$ cat config.mk
export PLATFORM = sky130hd
export DESIGN_NAME = ofv_ctrl
export DESIGN_NICKNAME = d
export VERILOG_FILES = /design/src/rtl/core/ofv_pkg.sv /design/src/rtl/core/ofv_ctrl.sv
export SDC_FILE = /design/constraint.sdc
export NUM_CORES = 1
export LEC_CHECK = 0
export BUFFER_PORTS_ARGS = -buffer_cell sky130_fd_sc_hd__buf_2
export CORE_MARGIN = 2
export CORE_UTILIZATION = 54
export CTS_CLUSTER_SIZE = 24
export DETAILED_ROUTE_END_ITERATION = 8
export PLACE_DENSITY = 0.88
export SLEW_MARGIN = 20
export SYNTH_ARGS = -nofsm -noshare
export SYNTH_HDL_FRONTEND = slang
export SYNTH_SLANG_ARGS = --single-unit
$ cat constraint.sdc
create_clock -name clock -period 2.6 [get_ports clock]
set_input_delay 0.39 -clock clock [delete_from_list [all_inputs] [get_ports clock]]
set_output_delay 0.39 -clock clock [all_outputs]
set_load 0.1 [all_outputs]
$ cat src/rtl/core/ofv_pkg.sv
// ----------------------------------------------------------------------------
// ofv_pkg
// Shared types, constants and helpers for the optical flow velocity core.
// ----------------------------------------------------------------------------
package ofv_pkg;

   localparam int FILTER_LEN    = 10;
   localparam int PAYLOAD_BYTES = 12;
   localparam int IDX_W   = (FILTER_LEN > 1) ? $clog2(FILTER_LEN) : 1;
   localparam int BCNT_W  = $clog2(PAYLOAD_BYTES);
   localparam int SPEED_W = 40;
   localparam int DISP_W  = 48;
   localparam int SUM_W   = SPEED_W + IDX_W;
   localparam int GAIN_W  = 20;
   localparam int CONF_W  = 17;

   localparam logic [7:0]        HDR_FIRST  = 8'hAA;
   localparam logic [7:0]        HDR_SECOND = 8'hAE;
   localparam logic [GAIN_W-1:0] GAIN_RESET = 20'd74699;
   localparam int                CONF_MAX   = 100000;

   localparam int PLAIN_DIV = 300000;
   localparam int GYRO_DIV  = 15360;
   localparam int DISP_DIV  = 1000;

   // radix-256 divider: each quotient digit from a reciprocal multiply,
   // formed as the digit first, then the remainder
   localparam int DIV_DIGITS = 8;
   localparam int DIV_ITERS  = 2 * DIV_DIGITS;
   localparam int IT_W       = $clog2(DIV_ITERS);
   localparam int DVS_W      = 19;
   localparam int PART_W     = DVS_W + 8;

   // shift 9 + 2*clog2(d) keeps floor(p*M >> s) exact for p < 256*d
   localparam int PLAIN_SH = 9 + 2 * $clog2(PLAIN_DIV);
   localparam int GYRO_SH  = 9 + 2 * $clog2(GYRO_DIV);
   localparam int FILT_SH  = 9 + 2 * $clog2(FILTER_LEN);
   localparam int DISP_SH  = 9 + 2 * $clog2(DISP_DIV);

   localparam longint PLAIN_RCP =
      ((longint'(1) << PLAIN_SH) + longint'(PLAIN_DIV) - 1) / longint'(PLAIN_DIV);
   localparam longint GYRO_RCP =
      ((longint'(1) << GYRO_SH) + longint'(GYRO_DIV) - 1) / longint'(GYRO_DIV);
   localparam longint FILT_RCP =
      ((longint'(1) << FILT_SH) + longint'(FILTER_LEN) - 1) / longint'(FILTER_LEN);
   localparam longint DISP_RCP =
      ((longint'(1) << DISP_SH) + longint'(DISP_DIV) - 1) / longint'(DISP_DIV);

   localparam int RCP_W  = $clog2(PLAIN_RCP + 1);
   localparam int PROD_W = PART_W + RCP_W;
   localparam int SH_W   = 6;

   localparam logic CSR_ROLL_GAIN  = 1'b0;
   localparam logic CSR_PITCH_GAIN = 1'b1;

   typedef enum logic [2:0] {
      OP_PX, OP_PY, OP_GX, OP_GY, OP_SX, OP_SY, OP_DX, OP_DY
   } op_type;

   typedef struct packed {
      logic              store_byte;
      logic [BCNT_W-1:0] byte_idx;
      logic              capture;
      logic              mul1;
      logic              mul2;
      logic              div_load;
      logic              div_step;
      logic              div_store;
      logic              ring;
      logic              load_out;
      op_type            op;
   } cmd_type;

   typedef struct packed {
      logic             out_free;
      logic [IDX_W-1:0] ring_idx;
   } status_type;

   function automatic logic [DVS_W-1:0] divisor_of(input op_type op);
      case (op)
         OP_PX, OP_PY: divisor_of = DVS_W'(PLAIN_DIV);
         OP_GX, OP_GY: divisor_of = DVS_W'(GYRO_DIV);
         OP_SX, OP_SY: divisor_of = DVS_W'(FILTER_LEN);
         default:      divisor_of = DVS_W'(DISP_DIV);
      endcase
   endfunction

   function automatic logic [DVS_W-1:0] half_of(input op_type op);
      case (op)
         OP_PX, OP_PY: half_of = DVS_W'(PLAIN_DIV / 2);
         OP_GX, OP_GY: half_of = DVS_W'(GYRO_DIV / 2);
         OP_SX, OP_SY: half_of = DVS_W'(FILTER_LEN / 2);
         default:      half_of = DVS_W'(DISP_DIV / 2);
      endcase
   endfunction

   function automatic logic [RCP_W-1:0] recip_of(input op_type op);
      case (op)
         OP_PX, OP_PY: recip_of = RCP_W'(PLAIN_RCP);
         OP_GX, OP_GY: recip_of = RCP_W'(GYRO_RCP);
         OP_SX, OP_SY: recip_of = RCP_W'(FILT_RCP);
         default:      recip_of = RCP_W'(DISP_RCP);
      endcase
   endfunction

   function automatic logic [SH_W-1:0] shift_of(input op_type op);
      case (op)
         OP_PX, OP_PY: shift_of = SH_W'(PLAIN_SH);
         OP_GX, OP_GY: shift_of = SH_W'(GYRO_SH);
         OP_SX, OP_SY: shift_of = SH_W'(FILT_SH);
         default:      shift_of = SH_W'(DISP_SH);
      endcase
   endfunction

   function automatic logic signed [SPEED_W-1:0] sat40(input logic signed [48:0] v);
      if (v > 49'sd549755813887)       sat40 = {1'b0, {(SPEED_W-1){1'b1}}};
      else if (v < -49'sd549755813888) sat40 = {1'b1, {(SPEED_W-1){1'b0}}};
      else                             sat40 = v[SPEED_W-1:0];
   endfunction

   function automatic logic signed [DISP_W-1:0] sat48(input logic signed [48:0] v);
      if (v[48] != v[47]) sat48 = v[48] ? {1'b1, {(DISP_W-1){1'b0}}}
                                        : {1'b0, {(DISP_W-1){1'b1}}};
      else                sat48 = v[DISP_W-1:0];
   endfunction

endpackage

$ cat src/rtl/core/ofv_ctrl.sv
// ----------------------------------------------------------------------------
// ofv_ctrl
// Controller: header hunt, payload count and the per-frame compute sequence.
// ----------------------------------------------------------------------------
module ofv_ctrl import ofv_pkg::*; (
   input  logic       clock,
   input  logic       reset,
   input  logic       req_valid,
   input  logic [7:0] req_rx_byte,
   output logic       req_stall,
   input  status_type status,
   output cmd_type    cmd
);

   typedef enum logic [2:0] {
      S_IDLE, S_MUL1, S_MUL2, S_LOAD, S_RUN, S_STORE, S_RING, S_OUT
   } state_type;

   typedef enum logic [1:0] {
      H_FIRST, H_SECOND, H_PAYLOAD
   } hunt_type;

   state_type         state_ff, state_in;
   hunt_type          hunt_ff, hunt_in;
   logic [BCNT_W-1:0] bcnt_ff, bcnt_in;
   op_type            op_ff, op_in;
   logic [IT_W-1:0]   it_ff, it_in;
   logic              accept;

   assign req_stall = state_ff != S_IDLE;
   assign accept    = req_valid && state_ff == S_IDLE;

   always_comb begin
      state_in     = state_ff;
      hunt_in      = hunt_ff;
      bcnt_in      = bcnt_ff;
      op_in        = op_ff;
      it_in        = it_ff;
      cmd          = '0;
      cmd.op       = op_ff;
      cmd.byte_idx = bcnt_ff;
      case (state_ff)
         S_IDLE: begin
            if (accept) begin
               case (hunt_ff)
                  H_FIRST: begin
                     if (req_rx_byte == HDR_FIRST) hunt_in = H_SECOND;
                  end
                  H_SECOND: begin
                     if (req_rx_byte == HDR_SECOND) begin
                        hunt_in = H_PAYLOAD;
                        bcnt_in = '0;
                     end else begin
                        hunt_in = H_FIRST;
                     end
                  end
                  H_PAYLOAD: begin
                     cmd.store_byte = 1'b1;
                     if (bcnt_ff == BCNT_W'(PAYLOAD_BYTES - 1)) begin
                        hunt_in     = H_FIRST;
                        bcnt_in     = '0;
                        cmd.capture = 1'b1;
                        state_in    = S_MUL1;
                     end else begin
                        bcnt_in = bcnt_ff + BCNT_W'(1);
                     end
                  end
                  default: hunt_in = H_FIRST;
               endcase
            end
         end
         S_MUL1: begin
            cmd.mul1 = 1'b1;
            state_in = S_MUL2;
         end
         S_MUL2: begin
            cmd.mul2 = 1'b1;
            op_in    = OP_PX;
            state_in = S_LOAD;
         end
         S_LOAD: begin
            cmd.div_load = 1'b1;
            it_in        = '0;
            state_in     = S_RUN;
         end
         S_RUN: begin
            cmd.div_step = 1'b1;
            if (it_ff == IT_W'(DIV_ITERS - 1)) state_in = S_STORE;
            else                               it_in    = it_ff + IT_W'(1);
         end
         S_STORE: begin
            cmd.div_store = 1'b1;
            if (op_ff == OP_GY) begin
               state_in = S_RING;
            end else if (op_ff == OP_DY) begin
               state_in = S_OUT;
            end else begin
               op_in    = op_type'(op_ff + 3'd1);
               state_in = S_LOAD;
            end
         end
         S_RING: begin
            cmd.ring = 1'b1;
            op_in    = OP_SX;
            state_in = S_LOAD;
         end
         S_OUT: begin
            if (status.out_free) begin
               cmd.load_out = 1'b1;
               state_in     = S_IDLE;
            end
         end
         default: state_in = S_IDLE;
      endcase
   end

   always_ff @(posedge clock) begin
      if (reset) begin
         state_ff <= S_IDLE;
         hunt_ff  <= H_FIRST;
         bcnt_ff  <= '0;
         op_ff    <= OP_PX;
         it_ff    <= '0;
      end else begin
         state_ff <= state_in;
         hunt_ff  <= hunt_in;
         bcnt_ff  <= bcnt_in;
         op_ff    <= op_in;
         it_ff    <= it_in;
      end
   end

endmodule

==> results.toml, run 1 <==
[run_status]
outcome = "finished, final reports clean"

[synthesis]
yosys.area_share.simple_pct = 31.8
syn_area_sq_um = 1060
syn-mean-instance-area_sq_um = 8.75
yosysTopAreaCell = "dfxtp_1"
synthMuxAreaShare_pct = 3.90
synth_top_family_by_area = "simple AND/OR/NAND/NOR gates"
synth_compound_area_share_pct = 18.6
syn_nets = 147
seq_area_frac_synth_pct = 30.3
ys_ff_latch = 16
yosysUniqueCellTypes = 44
syn-instance-count = 121
synthXorXnorAreaFrac_pct = 0
netlist_top_cells_area = "dfxtp_1 (30%), ha_1 (12%), nor2_1 (3.9%)"
yosysWarnings = 0
yosys.area_share.adder_pct = 11.8
synth.top_cell.area_share_pct = 30.3

[global_route]
antenna_found_initial = 0
grt_pass1_wl_mm = 3.35
track_usage_pct = 20.3
overflow = 0
grt_pass1_vias = 784
grt_max_degree = 19

[cells_and_area]
synthToLayoutAreaGrowth_pct = 17.6
ff_latch_area_sq_um = 322
layout_commonest_cell = "buf_2"
final_nets = 177
layout_common_cells = "buf_2 (28), dfxtp_1 (15), nor2_1 (11), ha_1 (10)"
drive_gt1_share_pct = 28.9
multi_input_area_sq_um = 701
antenna_cells = 0
nFillCells = 158
final_cells = 176

[route]
post-route-drc-count = 0
num_vias = 963
ant_nets = 0
wire_per_inst_microns = 12.3
dr.pass1.iters = 4
viasPerCell = 5.47
initialDrtViolationCount = 25
wl_mm = 2.16

[floorplanning]
row_count = 16
ioPinCount = 33
die_h_microns = 48.3
initial_core_util_pct = 55.7
core_sq_um = 1900
die_area_sq_um = 2330
die_w_microns = 48.3

[setup_path]
reg2regPathDepth = 6
crit_path_end_kind = "primary output"
critPathKind = "reg -> out"
start_kind = "flop"
crit_fanout = 7
arrival_ns = 1.95
crit_required_ns = 2.21

[timing]
slew_viol_final = 0
rsz0062_at_grt = "false"
relSlewSlack_pct = 67.1
fin_crit_sh_pct = 90.2
layout_min_cycle_time_ns = 2.34
worst_slew_pin_slew_ns = 0.496
fmax_mhz = 427
tns_ns = 0
setup_viol = 0
hold_viol = 0
fin_skew_ns = 0.000833

[place]
routabilityCongestion = 0.775
port_buffers = 28
placedCellCount = 173
dp_hpwl_mm = 1.70

[min_path]
min_path_type = "in -> reg"
hold_depth = 4

[power_and_ir_drop]
p_leak_nw = 0.557
cellPowerDensity_nw_per_um2 = 554
irDropWorstVdd_uv = 418

[clock_network]
ctsHoldBuffers = 0
cts_resized = 0
h-tree-depth = 1
clock-sinks = 16
post-cts-setup-buffers = 0
cts_root_buffer = "clkbuf_4"
cts_inserted_buffers = 3
cts_tree = "done"
cts.path.max_buffers = 2
clkLatencyLatePin_ns = 0.28
cts.clk_slew.worst_paths_ns = 0.09

[run]
drv_cap = 0
==> metrics by stage <==
step | power (mW) | setup slack [ns] | utilization (%) | area [sq um] | hold WS (ns)
finish | 0.690 | 0.255 | 65.5 | 1240 | 0.395
global route | 0.733 | 0.0900 | 65.5 | 1240 | 0.411
CTS | 0.693 | 0.260 | 65.5 | 1240 | 0.397
detailed placement | 0.563 | 0.590 | 64.3 | 1220 | 0.474
global placement | 0.555 | 0.633 | 64.3 | 1220 | 0.465
floorplan | 0.514 | 0.155 | - | 1060 | 0.449
==> report_power, final <==
group	switching (mW)	internal [mW]
clock	0.0789	0.0538
combinational	0.213	0.0839
sequential	0.00773	0.253
total	0.300	0.391
==> cell type report <==
cell class	instances	area share, %
flip-flops and latches	16	25.8
multi-input cells	95	56.3
repair buffers	28	11.3
clock buffers	3	1.81
inverters	7	2.11
well taps	27	2.71
==> worst paths after layout <==
kind                       startpoint                  endpoint  slack, ns
max          state_ff[0]$_SDFFE_PP0P_                   cmd[10]       0.26
min                    req_rx_byte[2]   hunt_ff[0]$_SDFFE_PP0P_       0.39
max reg2reg  state_ff[1]$_SDFFE_PP0P_  state_ff[0]$_SDFFE_PP0P_       0.79
min reg2reg     it_ff[1]$_SDFFE_PP0P_     it_ff[1]$_SDFFE_PP0P_       0.49
==> Yosys cell counts <==
library cell	instances
nand2b_1	5
buf_2	1
a21boi_1	1
o21ai_0	5
and3b_1	1
or3_1	1
clkbuf_1	1
nand3_1	4
buf_1	1
and3_1	2
a32o_1	1
mux2i_1	3
nor2b_2	1
dfxtp_1	16
and2b_1	1
a31oi_4	1
nor2_2	1
a311o_1	1
a31oi_1	1
nand3b_1	1
and3b_2	1
nor2_1	11
and2_4	1
a311oi_1	1
nor3_4	1
or4b_1	1
o211ai_1	1
nand4_1	3
nor3_1	3
a22oi_1	2
a22o_1	3
o31ai_1	1
mux2_1	1
a21oi_2	1
ha_1	10
and4bb_1	1
and4bb_2	2
a21o_1	1
nor3b_2	1
nor2b_1	2
a21oi_1	7
inv_1	7
and2_1	3
nand2_1	7
==> routing by layer <==
| metal | routed length [microns] | track usage [%] | vias to the layer above |
|---|---|---|---|
| met2 | 1090 | 31.6 | 20 |
| met3 | 64 | 4.81 | 2 |
| met1 | 995 | 27.8 | 447 |
| met4 | 9 | 5.95 | 0 |
| met5 | 0 | 0 | - |
| li1 | - | - | 494 |
==> state kept, by name (all words and copies together), names as in the netlist <==
name and cells:
op_ff 3, state_ff 3, hunt_ff 2, bcnt_ff 4, it_ff 4
==> logic make-up after synthesis <==
logic type | Yosys count
AND/OR/NAND/NOR | 54
buffers and inverters | 10
adder cells (fa/ha/maj) | 10
AO/OA/AOI/OAI | 27
multiplexers | 4
flip-flops | 16
==> worst max-delay path, stage by stage (launching register included) <==
cell and delay (ns):
dfxtp_1 0.35, inv_1 0.13, ha_1 0.30, and3b_1 0.29
and3_2 0.20, buf_2 0.42
Note: power is estimated with default switching activity, not from simulation.
==> inputs of run 2 (changes only) <==
CORE_UTILIZATION = 55   (was 54)
CTS_BUF_LIST = sky130_fd_sc_hd__clkbuf_8   (was default)
GPL_ROUTABILITY_DRIVEN = 0   (was default)
PLACE_DENSITY = 0.89   (was 0.88)
==> run 2 against run 1 <==
  * Clock skew increased by 0.0026 ns
  * Design area up 2.4%
  * Maximum frequency grew 0.76%
  * Core utilization grew 6.8 points
==> results.toml, run 2 (same netlist as run 1, synthesis figures left out) <==
[run_status]
outcome = "finished, final reports clean"

[route]
viasPerCell = 5.58
dr.pass1.iters = 4
num_vias = 977
wire_per_inst_microns = 12.5
initialDrtViolationCount = 18
ant_nets = 0
wl_mm = 2.19
post-route-drc-count = 0

[global_route]
met3_usage_pct = 7.55
overflow = 0
antenna_found_initial = 0
track_usage_pct = 22.6
grt_pass1_vias = 871
busiest_layer = "met2"
use_met1_pct = 27.9
grt_max_degree = 19
grt_pass1_wl_mm = 3.62
met2_usage_pct = 36.8

[timing]
fmax_mhz = 430
rsz0062_at_grt = "false"
hold_viol = 0
relSlewSlack_pct = 67.9
layout_min_cycle_time_ns = 2.33
tns_ns = 0
slew_viol_final = 0
fin_crit_sh_pct = 89.5
fin_skew_ns = 0.00347
worst_slew_pin_slew_ns = 0.481
setup_viol = 0

[clock_network]
ctsHoldBuffers = 0
cts_root_buffer = "clkbuf_8"
cts.path.max_buffers = 2
cts_tree = "done"
clock-sinks = 16
cts_resized = 0
post-cts-setup-buffers = 0
cts_inserted_buffers = 3
clkLatencyLatePin_ns = 0.25
cts.clk_slew.worst_paths_ns = 0.06
h-tree-depth = 1

[cells_and_area]
synthToLayoutAreaGrowth_pct = 20.4
fin_util_pct = 72.3
layout_commonest_cell = "buf_2"
top_regs = "bcnt_ff (4), it_ff (4)"
drive_gt1_share_pct = 29.3
final_nets = 177
antenna_cells = 0
layout_common_cells = "buf_2 (28), dfxtp_1 (15), nor2_1 (11), ha_1 (10)"

[setup_path]
crit_required_ns = 2.21
critPathKind = "reg -> out"
crit_path_end_kind = "primary output"
arrival_ns = 1.94
cpPeakStageDelay_ns = 0.42
crit_path_cell_trace = "inv_1 > ha_1 > and3b_1 > and3_2 > buf_2"
slowest_stage = "buf_2"
start_kind = "flop"
crit_fanout = 7

[min_path]
min_path_type = "in -> reg"

[floorplanning]
ioPinCount = 33
initial_core_util_pct = 60.0
core_sq_um = 1760
die_area_sq_um = 2290
row_count = 15
die_w_microns = 47.9
die_h_microns = 47.9

[place]
dp_hpwl_mm = 1.63
port_buffers = 28

[power_and_ir_drop]
cellPowerDensity_nw_per_um2 = 610
irDropWorstVdd_uv = 462
p_leak_nw = 0.572

[run]
drv_cap = 0
run 2: cell type report:
| type | instances | area, sq um |
|---|---|---|
| timing repair buffer | 28 | 140 |
| multi-input combinational | 95 | 701 |
| clock buffer | 4 | 55.1 |
| inverter | 7 | 26.3 |
| fill | 139 | 489 |
| tap | 25 | 31.3 |
| sequential | 16 | 322 |
run 2: layer usage:
layer | share of wire (%) | wire length [microns] | vias up
met4 | 1.5 | 32 | 0
li1 | - | - | 498
met2 | 47 | 1030 | 23
met3 | 5.1 | 112 | 4
met1 | 46 | 1020 | 452
met5 | 0 | 0 | -
run 2: worst paths after layout:
kind,start,slack (ns),end,depth (start not counted)
setup / recovery,state_ff[0]$_SDFFE_PP0P_,0.27,cmd[10],5
hold / removal,req_rx_byte[2],0.44,hunt_ff[0]$_SDFFE_PP0P_,4
setup reg to reg,state_ff[0]$_SDFFE_PP0P_,0.78,state_ff[0]$_SDFFE_PP0P_,6
hold reg to reg,it_ff[1]$_SDFFE_PP0P_,0.48,it_ff[1]$_SDFFE_PP0P_,2
run 2: worst max-delay path: cells and delay by family, from the launching register on:
family / cells / cell delay, ns
adders and majority gates: 1 / 0.32
buffers and inverters: 2 / 0.55
DFF: 1 / 0.33
and+or+nand+nor: 2 / 0.48
run 2: metrics by stage:
step / cells / power [mW] / setup WS, ns / area [sq um] / hold WS, ns
2_1_floorplan: 121 / 0.514 / 0.155 / 1060 / 0.449
5_1_grt: 175 / 0.814 / 0.180 / 1270 / 0.457
6_report: 175 / 0.777 / 0.273 / 1270 / 0.438
4_1_cts: 175 / 0.785 / 0.275 / 1270 / 0.431
3_3_place_gp: 171 / 0.557 / 0.623 / 1220 / 0.465
3_5_place_dp: 171 / 0.564 / 0.566 / 1220 / 0.471
run 2: power by group:
group / switching [mW] / total [mW] / internal [mW]
combinational: 0.216 / 0.300 / 0.0845
clock: 0.0820 / 0.216 / 0.134
sequential: 0.00740 / 0.261 / 0.253
